<file path="src/hw/rtl/rlp_pkg.sv">
`timescale 1ns / 1ps
package rlp_pkg;

  localparam int LINE_MAX       = 50;
  localparam int RECEIVER_COUNT = 3;
  localparam int FIELD_MAX      = 16;

  localparam int LINE_AW    = $clog2(LINE_MAX);
  localparam int LINE_CW    = $clog2(LINE_MAX + 1);
  localparam int SLOT_DEPTH = RECEIVER_COUNT * FIELD_MAX;
  localparam int SLOT_AW    = $clog2(SLOT_DEPTH);
  localparam int PORT_W     = 2;

  localparam logic [7:0] NEWLINE_CHAR = 8'h0A;
  localparam logic [7:0] AMP_CHAR     = 8'h26;
  localparam int PREFIX_LEN   = 4;
  localparam int AMP_POS_MIN  = 8;
  localparam int ATT_TAIL     = 4;

  typedef enum logic [1:0] {
    MODE_RX,
    MODE_PORT,
    MODE_READ,
    MODE_CLEAR
  } mode_t;

  typedef enum logic [2:0] {
    ST_IDLE,
    ST_EXEC,
    ST_SCAN,
    ST_EVAL,
    ST_COPY_SER,
    ST_COPY_ATT,
    ST_FINISH
  } state_t;

  typedef struct packed {
    logic ready;
    logic exec;
    logic scan;
    logic eval;
    logic copy_ser;
    logic copy_att;
    logic load_out;
  } cmd_t;

  typedef struct packed {
    logic accept;
    logic parse_start;
    logic sweep_last;
    logic parse_ok;
    logic out_free;
  } sts_t;

  function automatic logic [7:0] prefix_char(input logic [1:0] idx);
    logic [7:0] c;
    unique case (idx)
      2'd0:    c = 8'h52;
      2'd1:    c = 8'h45;
      2'd2:    c = 8'h43;
      default: c = 8'h3D;
    endcase
    return c;
  endfunction

  function automatic logic [SLOT_AW-1:0] slot_base(input logic [PORT_W-1:0] p);
    return SLOT_AW'(int'(p) * FIELD_MAX);
  endfunction

  function automatic logic [1:0] select_code(input logic [PORT_W-1:0] p);
    logic [1:0] s;
    unique case (p)
      2'd1:    s = 2'd2;
      2'd2:    s = 2'd1;
      default: s = 2'd0;
    endcase
    return s;
  endfunction

endpackage

</file>
<file path="src/hw/rtl/rlp_in_if.sv">
`timescale 1ns / 1ps
interface rlp_in_if;
  logic       valid;
  logic       ready;
  logic [1:0] mode;
  logic [7:0] data_byte;
  logic [1:0] read_port;
  logic       read_field;
  logic [3:0] read_index;

  modport source (
    output valid, mode, data_byte, read_port, read_field, read_index,
    input  ready
  );
  modport sink (
    input  valid, mode, data_byte, read_port, read_field, read_index,
    output ready
  );
endinterface

</file>
<file path="src/hw/rtl/rlp_out_if.sv">
`timescale 1ns / 1ps
interface rlp_out_if;
  logic       valid;
  logic       ready;
  logic [1:0] port;
  logic [1:0] select_bits;
  logic       line_done;
  logic       accepted;
  logic       overflow_drop;
  logic       receiving;
  logic [7:0] read_char;

  modport source (
    output valid, port, select_bits, line_done, accepted, overflow_drop,
    output receiving, read_char,
    input  ready
  );
  modport sink (
    input  valid, port, select_bits, line_done, accepted, overflow_drop,
    input  receiving, read_char,
    output ready
  );
endinterface

</file>
<file path="src/hw/rtl/rlp_ram.sv">
`timescale 1ns / 1ps
module rlp_ram #(
  parameter int WIDTH = 8,
  parameter int DEPTH = 64
) (
  input  logic                     clk,
  input  logic                     we,
  input  logic [$clog2(DEPTH)-1:0] waddr,
  input  logic [WIDTH-1:0]         wdata,
  input  logic [$clog2(DEPTH)-1:0] raddr,
  output logic [WIDTH-1:0]         rdata
);

  logic [WIDTH-1:0] mem [DEPTH];

  always_ff @(posedge clk) begin
    if (we) begin
      mem[waddr] <= wdata;
    end
    rdata <= mem[raddr];
  end

endmodule

</file>
<file path="src/hw/rtl/rlp_ctrl.sv">
`timescale 1ns / 1ps
module rlp_ctrl (
  input  logic          clk,
  input  logic          rst,
  input  rlp_pkg::sts_t sts,
  output rlp_pkg::cmd_t cmd
);

  rlp_pkg::state_t state;
  rlp_pkg::state_t state_next;

  always_ff @(posedge clk) begin
    if (rst) begin
      state <= rlp_pkg::ST_IDLE;
    end else begin
      state <= state_next;
    end
  end

  always_comb begin
    state_next = state;
    cmd        = '0;
    unique case (state)
      rlp_pkg::ST_IDLE: begin
        cmd.ready = 1'b1;
        if (sts.accept) begin
          state_next = rlp_pkg::ST_EXEC;
        end
      end
      rlp_pkg::ST_EXEC: begin
        cmd.exec   = 1'b1;
        state_next = sts.parse_start ? rlp_pkg::ST_SCAN : rlp_pkg::ST_FINISH;
      end
      rlp_pkg::ST_SCAN: begin
        cmd.scan = 1'b1;
        if (sts.sweep_last) begin
          state_next = rlp_pkg::ST_EVAL;
        end
      end
      rlp_pkg::ST_EVAL: begin
        cmd.eval   = 1'b1;
        state_next = sts.parse_ok ? rlp_pkg::ST_COPY_SER : rlp_pkg::ST_FINISH;
      end
      rlp_pkg::ST_COPY_SER: begin
        cmd.copy_ser = 1'b1;
        if (sts.sweep_last) begin
          state_next = rlp_pkg::ST_COPY_ATT;
        end
      end
      rlp_pkg::ST_COPY_ATT: begin
        cmd.copy_att = 1'b1;
        if (sts.sweep_last) begin
          state_next = rlp_pkg::ST_FINISH;
        end
      end
      rlp_pkg::ST_FINISH: begin
        if (sts.out_free) begin
          cmd.load_out = 1'b1;
          state_next   = rlp_pkg::ST_IDLE;
        end
      end
      default: begin
        state_next = rlp_pkg::ST_IDLE;
      end
    endcase
  end

endmodule

</file>
<file path="src/hw/rtl/rlp_dp.sv">
`timescale 1ns / 1ps
module rlp_dp (
  input  logic          clk,
  input  logic          rst,
  rlp_in_if.sink        req,
  rlp_out_if.source     rsp,
  input  rlp_pkg::cmd_t cmd,
  output rlp_pkg::sts_t sts
);

  localparam int CW = rlp_pkg::LINE_CW;
  localparam int AW = rlp_pkg::LINE_AW;
  localparam int SW = rlp_pkg::SLOT_AW;
  localparam int SD = rlp_pkg::SLOT_DEPTH;

  // captured word
  rlp_pkg::mode_t mode_r;
  logic [7:0]     byte_r;
  logic [1:0]     rport_r;
  logic           rfield_r;
  logic [3:0]     ridx_r;

  logic [CW-1:0]                  line_count;
  logic [rlp_pkg::PORT_W-1:0]     current_port;
  logic [SD-1:0]                  ser_valid;
  logic [SD-1:0]                  att_valid;

  logic done_r, acc_r, drop_r;

  // sweep unit shared by scan and copies
  logic [CW-1:0] sw_cnt, sw_limit, sw_off, sw_pcnt;
  logic          sw_plive;
  logic          sweep_start;
  logic [CW-1:0] start_limit, start_off;
  logic          sweep_run;
  logic          sweep_last;
  logic [CW:0]   line_sum;

  logic          prefix_ok;
  logic          amp_found;
  logic [CW-1:0] amp_pos;
  logic [CW-1:0] att_off, att_len;
  logic [CW-1:0] ser_raw, ser_len, att_raw, att_lim;

  logic          accept;
  logic          is_newline;
  logic          parse_start;
  logic          parse_ok;
  logic          out_free;

  logic          line_we;
  logic [7:0]    line_rdata;

  logic [SW-1:0] wr_addr;
  logic [SW-1:0] rd_addr;
  logic          ser_we, att_we;
  logic [7:0]    ser_rdata, att_rdata;
  logic [SD-1:0] port_mask;
  logic          rd_ok;
  logic          rd_valid;
  logic [7:0]    rd_char;

  assign req.ready = cmd.ready;
  assign accept    = req.valid && cmd.ready;

  always_ff @(posedge clk) begin
    if (accept) begin
      mode_r   <= rlp_pkg::mode_t'(req.mode);
      byte_r   <= req.data_byte;
      rport_r  <= req.read_port;
      rfield_r <= req.read_field;
      ridx_r   <= req.read_index;
    end
  end

  assign is_newline  = (mode_r == rlp_pkg::MODE_RX) && (byte_r == rlp_pkg::NEWLINE_CHAR);
  assign parse_start = is_newline && (int'(line_count) >= rlp_pkg::PREFIX_LEN);

  assign parse_ok = prefix_ok && amp_found
                    && (int'(amp_pos) >= rlp_pkg::AMP_POS_MIN)
                    && (int'(amp_pos) + rlp_pkg::ATT_TAIL <= int'(line_count));

  assign ser_raw = amp_pos - CW'(rlp_pkg::PREFIX_LEN);
  assign ser_len = (int'(ser_raw) > rlp_pkg::FIELD_MAX) ? CW'(rlp_pkg::FIELD_MAX) : ser_raw;
  assign att_raw = line_count - amp_pos - CW'(1);
  assign att_lim = (int'(att_raw) > rlp_pkg::FIELD_MAX) ? CW'(rlp_pkg::FIELD_MAX) : att_raw;

  // line count, port, flags
  assign line_we = cmd.exec && (mode_r == rlp_pkg::MODE_RX) && !is_newline
                   && (int'(line_count) < rlp_pkg::LINE_MAX);

  always_ff @(posedge clk) begin
    if (rst) begin
      line_count   <= '0;
      current_port <= '0;
    end else begin
      if (cmd.exec && (mode_r == rlp_pkg::MODE_RX)) begin
        if (is_newline) begin
          if (!parse_start) begin
            line_count <= '0;
          end
        end else if (int'(line_count) >= rlp_pkg::LINE_MAX) begin
          line_count <= '0;
        end else begin
          line_count <= line_count + CW'(1);
        end
      end
      if (cmd.exec && (mode_r == rlp_pkg::MODE_PORT)) begin
        current_port <= (int'(current_port) >= rlp_pkg::RECEIVER_COUNT - 1)
                        ? '0 : current_port + rlp_pkg::PORT_W'(1);
      end
      if (cmd.eval) begin
        line_count <= '0;
      end
    end
  end

  always_ff @(posedge clk) begin
    if (accept) begin
      done_r <= 1'b0;
      acc_r  <= 1'b0;
      drop_r <= 1'b0;
    end else if (cmd.exec && (mode_r == rlp_pkg::MODE_RX)) begin
      done_r <= is_newline;
      drop_r <= !is_newline && (int'(line_count) >= rlp_pkg::LINE_MAX);
    end else if (cmd.eval) begin
      acc_r <= parse_ok;
    end
  end

  // sweep
  always_comb begin
    sweep_start = 1'b0;
    start_limit = line_count;
    start_off   = '0;
    priority if (cmd.exec && parse_start) begin
      sweep_start = 1'b1;
    end else if (cmd.eval && parse_ok) begin
      sweep_start = 1'b1;
      start_limit = ser_len;
      start_off   = CW'(rlp_pkg::PREFIX_LEN);
    end else if (cmd.copy_ser && sweep_last) begin
      sweep_start = 1'b1;
      start_limit = att_len;
      start_off   = att_off;
    end
  end

  assign sweep_run  = cmd.scan || cmd.copy_ser || cmd.copy_att;
  assign sweep_last = sw_plive && (sw_pcnt == sw_limit - CW'(1));
  assign line_sum   = {1'b0, sw_off} + {1'b0, sw_cnt};

  always_ff @(posedge clk) begin
    if (rst) begin
      sw_plive <= 1'b0;
    end else if (sweep_start) begin
      sw_cnt   <= '0;
      sw_limit <= start_limit;
      sw_off   <= start_off;
      sw_plive <= 1'b0;
    end else if (sweep_run) begin
      if (sw_cnt < sw_limit) begin
        sw_cnt   <= sw_cnt + CW'(1);
        sw_plive <= 1'b1;
        sw_pcnt  <= sw_cnt;
      end else begin
        sw_plive <= 1'b0;
      end
    end
  end

  // header check and first ampersand
  always_ff @(posedge clk) begin
    if (cmd.exec && parse_start) begin
      prefix_ok <= 1'b1;
      amp_found <= 1'b0;
    end else if (cmd.scan && sw_plive) begin
      if (int'(sw_pcnt) < rlp_pkg::PREFIX_LEN) begin
        if (line_rdata != rlp_pkg::prefix_char(sw_pcnt[1:0])) begin
          prefix_ok <= 1'b0;
        end
      end else if (!amp_found && (line_rdata == rlp_pkg::AMP_CHAR)) begin
        amp_found <= 1'b1;
        amp_pos   <= sw_pcnt;
      end
    end
  end

  always_ff @(posedge clk) begin
    if (cmd.eval) begin
      att_off <= amp_pos + CW'(1);
      att_len <= att_lim;
    end
  end

  rlp_ram #(
    .WIDTH (8),
    .DEPTH (rlp_pkg::LINE_MAX)
  ) u_line_ram (
    .clk   (clk),
    .we    (line_we),
    .waddr (line_count[AW-1:0]),
    .wdata (byte_r),
    .raddr (line_sum[AW-1:0]),
    .rdata (line_rdata)
  );

  // slot stores
  assign wr_addr = rlp_pkg::slot_base(current_port) + SW'(sw_pcnt);
  assign rd_addr = rlp_pkg::slot_base(rport_r) + SW'(ridx_r);
  assign ser_we  = cmd.copy_ser && sw_plive;
  assign att_we  = cmd.copy_att && sw_plive;

  always_comb begin
    for (int j = 0; j < SD; j++) begin
      port_mask[j] = (j >= int'(rlp_pkg::slot_base(current_port)))
                     && (j < int'(rlp_pkg::slot_base(current_port)) + rlp_pkg::FIELD_MAX);
    end
  end

  always_ff @(posedge clk) begin
    if (rst) begin
      ser_valid <= '0;
      att_valid <= '0;
    end else begin
      if (cmd.exec && (mode_r == rlp_pkg::MODE_CLEAR)) begin
        ser_valid <= '0;
        att_valid <= '0;
      end
      if (cmd.eval && parse_ok) begin
        ser_valid <= ser_valid & ~port_mask;
        att_valid <= att_valid & ~port_mask;
      end
      if (ser_we) begin
        ser_valid[wr_addr] <= 1'b1;
      end
      if (att_we) begin
        att_valid[wr_addr] <= 1'b1;
      end
    end
  end

  rlp_ram #(
    .WIDTH (8),
    .DEPTH (SD)
  ) u_ser_ram (
    .clk   (clk),
    .we    (ser_we),
    .waddr (wr_addr),
    .wdata (line_rdata),
    .raddr (rd_addr),
    .rdata (ser_rdata)
  );

  rlp_ram #(
    .WIDTH (8),
    .DEPTH (SD)
  ) u_att_ram (
    .clk   (clk),
    .we    (att_we),
    .waddr (wr_addr),
    .wdata (line_rdata),
    .raddr (rd_addr),
    .rdata (att_rdata)
  );

  assign rd_ok    = (int'(rport_r) < rlp_pkg::RECEIVER_COUNT)
                    && (int'(ridx_r) < rlp_pkg::FIELD_MAX);
  assign rd_valid = rd_ok && (rfield_r ? att_valid[rd_addr] : ser_valid[rd_addr]);
  assign rd_char  = ((mode_r == rlp_pkg::MODE_READ) && rd_valid)
                    ? (rfield_r ? att_rdata : ser_rdata) : 8'h00;

  // result register
  assign out_free = !rsp.valid || rsp.ready;

  always_ff @(posedge clk) begin
    if (rst) begin
      rsp.valid <= 1'b0;
    end else if (cmd.load_out) begin
      rsp.valid <= 1'b1;
    end else if (rsp.ready) begin
      rsp.valid <= 1'b0;
    end
  end

  always_ff @(posedge clk) begin
    if (cmd.load_out) begin
      rsp.port          <= current_port;
      rsp.select_bits   <= rlp_pkg::select_code(current_port);
      rsp.line_done     <= done_r;
      rsp.accepted      <= acc_r;
      rsp.overflow_drop <= drop_r;
      rsp.receiving     <= (line_count != '0);
      rsp.read_char     <= rd_char;
    end
  end

  assign sts.accept      = accept;
  assign sts.parse_start = parse_start;
  assign sts.sweep_last  = sweep_last;
  assign sts.parse_ok    = parse_ok;
  assign sts.out_free    = out_free;

endmodule

</file>
<file path="src/hw/rtl/receiver_line_parser_with_port_mux.sv">
// receiver line parser with a three-way port mux
// req carries one word per command: mode, data_byte, read_port, read_field,
// read_index; rsp returns one word per command with port, select_bits,
// line_done, accepted, overflow_drop, receiving and read_char.
// one command is in work at a time; req.ready is high only while idle.
// port advance, clear, read and plain received bytes pass from idle through
// the exec and finish states to rsp.valid. a newline on a line of n >= 4
// bytes scans the line buffer one byte per cycle, then, if the line is
// accepted, copies the serial and attenuation strings one byte per cycle;
// the line buffer has a single read port.
// reset empties the line buffer, selects port 0 and makes every slot read
// as zero at once; no clearing pass is needed.
// the result sits in an output register: the next command is taken while it
// waits, and a stalled rsp holds that command's result until taken.
`timescale 1ns / 1ps
module receiver_line_parser_with_port_mux (
  input logic       clk,
  input logic       rst,
  rlp_in_if.sink    req,
  rlp_out_if.source rsp
);

  rlp_pkg::cmd_t cmd;
  rlp_pkg::sts_t sts;

  rlp_ctrl u_ctrl (
    .clk (clk),
    .rst (rst),
    .sts (sts),
    .cmd (cmd)
  );

  rlp_dp u_dp (
    .clk (clk),
    .rst (rst),
    .req (req),
    .rsp (rsp),
    .cmd (cmd),
    .sts (sts)
  );

endmodule

</file>
<file path="src/flat_wrapper.sv">
// flat-port wrapper written by rule: the top's interface ports become plain ports
module receiver_line_parser_with_port_mux_flat 
  (clk, rst, req_valid, req_mode, req_data_byte, req_read_port, req_read_field, req_read_index, req_ready, rsp_valid, rsp_port, rsp_select_bits, rsp_line_done, rsp_accepted, rsp_overflow_drop, rsp_receiving, rsp_read_char, rsp_ready);
  rlp_in_if req_i ();
  rlp_out_if rsp_i ();
  input logic clk;
  input logic rst;
  input wire logic [$bits(req_i.valid)-1:0] req_valid;
  input wire logic [$bits(req_i.mode)-1:0] req_mode;
  input wire logic [$bits(req_i.data_byte)-1:0] req_data_byte;
  input wire logic [$bits(req_i.read_port)-1:0] req_read_port;
  input wire logic [$bits(req_i.read_field)-1:0] req_read_field;
  input wire logic [$bits(req_i.read_index)-1:0] req_read_index;
  output wire logic [$bits(req_i.ready)-1:0] req_ready;
  output wire logic [$bits(rsp_i.valid)-1:0] rsp_valid;
  output wire logic [$bits(rsp_i.port)-1:0] rsp_port;
  output wire logic [$bits(rsp_i.select_bits)-1:0] rsp_select_bits;
  output wire logic [$bits(rsp_i.line_done)-1:0] rsp_line_done;
  output wire logic [$bits(rsp_i.accepted)-1:0] rsp_accepted;
  output wire logic [$bits(rsp_i.overflow_drop)-1:0] rsp_overflow_drop;
  output wire logic [$bits(rsp_i.receiving)-1:0] rsp_receiving;
  output wire logic [$bits(rsp_i.read_char)-1:0] rsp_read_char;
  input wire logic [$bits(rsp_i.ready)-1:0] rsp_ready;
  assign req_i.valid = req_valid;
  assign req_i.mode = req_mode;
  assign req_i.data_byte = req_data_byte;
  assign req_i.read_port = req_read_port;
  assign req_i.read_field = req_read_field;
  assign req_i.read_index = req_read_index;
  assign req_ready = req_i.ready;
  assign rsp_valid = rsp_i.valid;
  assign rsp_port = rsp_i.port;
  assign rsp_select_bits = rsp_i.select_bits;
  assign rsp_line_done = rsp_i.line_done;
  assign rsp_accepted = rsp_i.accepted;
  assign rsp_overflow_drop = rsp_i.overflow_drop;
  assign rsp_receiving = rsp_i.receiving;
  assign rsp_read_char = rsp_i.read_char;
  assign rsp_i.ready = rsp_ready;
  receiver_line_parser_with_port_mux u_core (.clk(clk), .rst(rst), .req(req_i), .rsp(rsp_i));
endmodule
</file>
<file path="config.mk">
export PLATFORM = sky130hd
export DESIGN_NAME = receiver_line_parser_with_port_mux_flat
export DESIGN_NICKNAME = d
export VERILOG_FILES = /design/src/hw/rtl/rlp_pkg.sv /design/src/hw/rtl/rlp_in_if.sv /design/src/hw/rtl/rlp_out_if.sv /design/src/hw/rtl/rlp_ram.sv /design/src/hw/rtl/rlp_ctrl.sv /design/src/hw/rtl/rlp_dp.sv /design/src/hw/rtl/receiver_line_parser_with_port_mux.sv /design/src/flat_wrapper.sv
export SDC_FILE = /design/constraint.sdc
export NUM_CORES = 1
export LEC_CHECK = 0
export BUFFER_PORTS_ARGS = -buffer_cell sky130_fd_sc_hd__buf_2
export CORE_UTILIZATION = 25
export CTS_CLUSTER_DIAMETER = 150
export DETAILED_ROUTE_END_ITERATION = 8
export GPL_ROUTABILITY_DRIVEN = 0
export SYNTH_ARGS = -nofsm -noshare
export SYNTH_HDL_FRONTEND = slang
export SYNTH_SLANG_ARGS = --single-unit
</file>
<file path="constraint.sdc">
create_clock -name clk -period 9.3 [get_ports clk]
set_input_delay 0.465 -clock clk [delete_from_list [all_inputs] [get_ports clk]]
set_output_delay 0.465 -clock clk [all_outputs]
set_load 0.02 [all_outputs]
</file>
==> summary.md <==
| Metric | Value |
|---|---|
| Nets | `2924` |
| CTS tree | `built` |
| WL per Instance | `21.7 um` |
| CTS sink cnt | `1381` |
| Crit-path max FO | `44` |
| Total net switching power | `0.00294 W` |
| Grt ovf | `0` |
| Fin crit period | `4460 ps` |
| Core footprint | `217000 um2` |
| H-tree levels | `4` |
| CP Launch Type | `flip-flop` |
| Top_reg_cell synth | `edfxtp_1` |
| Comb power frac | `0.053` |
| Row count | `171` |
| Clk buf depth | `3` |
| Kind of end point of the critical path | `flip-flop` |
| WS Path Type | `flip-flop to flip-flop` |
| Max cap viols | `0` |
| Worst EP arrival | `5120 ps` |
| Post-DP HPWL | `73.7 mm` |
| #FFs+latches synth | `1381` |
| Layout cells sized above 1 | `0.230` |
| Largest net degree at the start of global routing | `152` |
| Clock buffer count from CTS | `145` |
| Endpoints failing setup | `0` |
| Tot GR Track Use | `0.114` |
| Flop pwr share | `0.512` |
| First drt pass iteration count | `6` |
| Die Area | `221000 um2` |
| Root buf cell | `clkbuf_16` |
| Count of unique library cells instantiated by Yosys | `72` |
| Overall Power | `0.0134 W` |
| Syn. warnings | `0` |
| Global-route wire length before repair | `188 mm` |
| PD cells | `213 nW/um2` |
| Worst Tran Pin Value | `1250 ps` |
| Biggest area consumer among synthesized cells | `edfxtp_1` |
| Leakage | `19.5 nW` |
| Hold Vio Cnt, Final | `0` |
| Post_cts resized | `0` |
| Synthesized cell area | `54700 um2` |
| Post-CTS setup buffers | `0` |
| Syn Nets | `2829` |
| Ranking of synthesized cells by area | `edfxtp_1, mux4_2, dfxtp_1` |
| Clock power share | `0.435` |
| TNS Setup | `0 ps` |
| DRC Markers | `0` |
| Initial antenna violation count | `2` |
| Worst IR Drop VDD | `0.189 mV` |
| Die X | `470 um` |
| Commonest non-fill, non-tap cell in the layout | `edfxtp_1` |
| Initial core utilization | `0.252` |
| Sequential fraction of the synthesis area | `0.733` |
| IO Port Bufs | `38` |
| Slew margin rel. | `0.168` |
| Fin. max-slew vios | `0` |
| Post-synth ARST share | `0` |
| Area delta synth->final | `15.4%` |
| Layout Skew | `32.6 ps` |
| Vias | `26600` |
| Post-synth EDFFs | `1243` |
| Worst-Skew Late Latency | `770 ps` |
| HP Class | `input pin to flip-flop` |
| RSZ-0062 raised after global routing | `false` |
| Vias per Instance | `4.56` |
| Tcrit/Tclk final | `0.479` |
| P_int | `0.0105 W` |
| Die Ht | `470 um` |
| Sw frac | `0.219` |
| Worst endpoint required time | `9960 ps` |
| Clock Pin Slew Worst Setup and Hold Paths | `60 ps` |
| Post-Syn Instances | `2771` |
| Hold_buf cts | `17` |
| Vias in the first global route | `27200` |
| Max Clock Freq | `224 MHz` |
| Filler cells | `21000` |
| Routed Antenna Nets | `0` |
| Yosys top cell area share | `0.683` |
| Final wirelength | `127 mm` |
| Num ports | `39` |
| Syn Area/Cell | `19.7 um2` |
| Most frequent cells in the layout | `edfxtp_1, mux4_2, nor2_1` |
| Run status | `complete, no violations` |
| Detailed Route Iter0 Violations | `2384` |
==> logic make-up after synthesis <==
family,synth area share
compound gates,0.0375
xor+xnor,0.00449
fa+ha+maj,0.00874
buf+inv,0.0174
flops,0.733
mux,0.160
other cells,0.0000686
simple gates,0.0386
==> power by group through the flow <==
stage | clock [W] | sequential, W | combinational, W
2_1_floorplan | 0 | 0.00704 | 0.000431
3_3_place_gp | 0 | 0.00701 | 0.000711
3_5_place_dp | 0 | 0.00701 | 0.000721
4_1_cts | 0.00596 | 0.00688 | 0.000729
5_1_grt | 0.00620 | 0.00688 | 0.000760
6_report | 0.00584 | 0.00688 | 0.000711
==> state kept, by name, summed over array words and instances, names as in the netlist, 8 cells and up <==
register and count:
u_core.u_dp.u_att_ram.rdata 8, u_core.u_dp.rsp.read_char 8, u_core.u_dp.u_ser_ram.rdata 8, u_core.u_dp.att_valid 48
u_core.u_dp.byte_r 8, u_core.u_dp.u_line_ram.rdata 8, u_core.u_dp.u_att_ram.mem 384, u_core.u_dp.u_ser_ram.mem 384
u_core.u_dp.ser_valid 48, u_core.u_dp.u_line_ram.mem 400
==> stage by stage <==
stage,utilization,std cells,cell area (um2),setup slack [ps],hold slack [ps]
4_1_cts,0.291,5841,63100,4710,1.07
3_3_place_gp,0.268,5556,58100,4750,435
2_1_floorplan,-,2771,54700,5930,408
6_report,0.291,5842,63100,4840,62.6
3_5_place_dp,0.268,5556,58100,4710,424
5_1_grt,0.291,5842,63100,4450,62.9
==> critical path, cell delays in order, from the launching register on <==
cell       delay [ps]
edfxtp_1          500
ha_4              670
buf_4             690
buf_4             820
mux4_2            600
nor2b_1           140
a2111oi_0         460
a2111oi_0         140
a221o_1           300
==> worst paths after layout <==
path | from | end | slack, ps | cells after the start
min reg2reg | u_core.u_dp.acc_r | u_core.u_dp.rsp.accepted | 440 | 0
max | u_core.u_dp.sw_cnt[0] | u_core.u_dp.u_line_ram.rdata[0] | 4840 | 8
max reg2reg | u_core.u_dp.sw_cnt[0] | u_core.u_dp.u_line_ram.rdata[0] | 4840 | 8
min | rsp_ready | u_core.u_dp.rsp.valid | 60 | 3
==> cell type report <==
cell class,count,area [um2],share of cell area
repair buffers,107,776,0.0123
well taps,2854,3570,0.0566
clock buffers,201,4050,0.0641
clock inverters,67,791,0.0125
flip-flops and latches,1381,40100,0.636
diodes,1,2.50,0.0000396
inverters,29,109,0.00172
multi-input cells,1202,13700,0.217
==> layer usage <==
layer | GRT usage | wire length [um] | up-vias
li1 | - | - | 11600
met5 | 0 | 0 | -
met3 | 0.0193 | 6400 | 182
met2 | 0.191 | 63600 | 746
met1 | 0.149 | 53800 | 14100
met4 | 0.0341 | 2880 | 0
==> Yosys cell counts (all sizes together), types with 39 or more instances <==
| cell | n |
|---|---|
| dfxtp | 138 |
| nand3 | 40 |
| a22o | 80 |
| a21oi | 39 |
| nand2 | 58 |
| clkbuf | 58 |
| nor2 | 192 |
| mux2i | 67 |
| edfxtp | 1243 |
| buf | 101 |
| mux4 | 356 |
| nor2b | 41 |
Note: power is estimated with default switching activity, not from simulation.
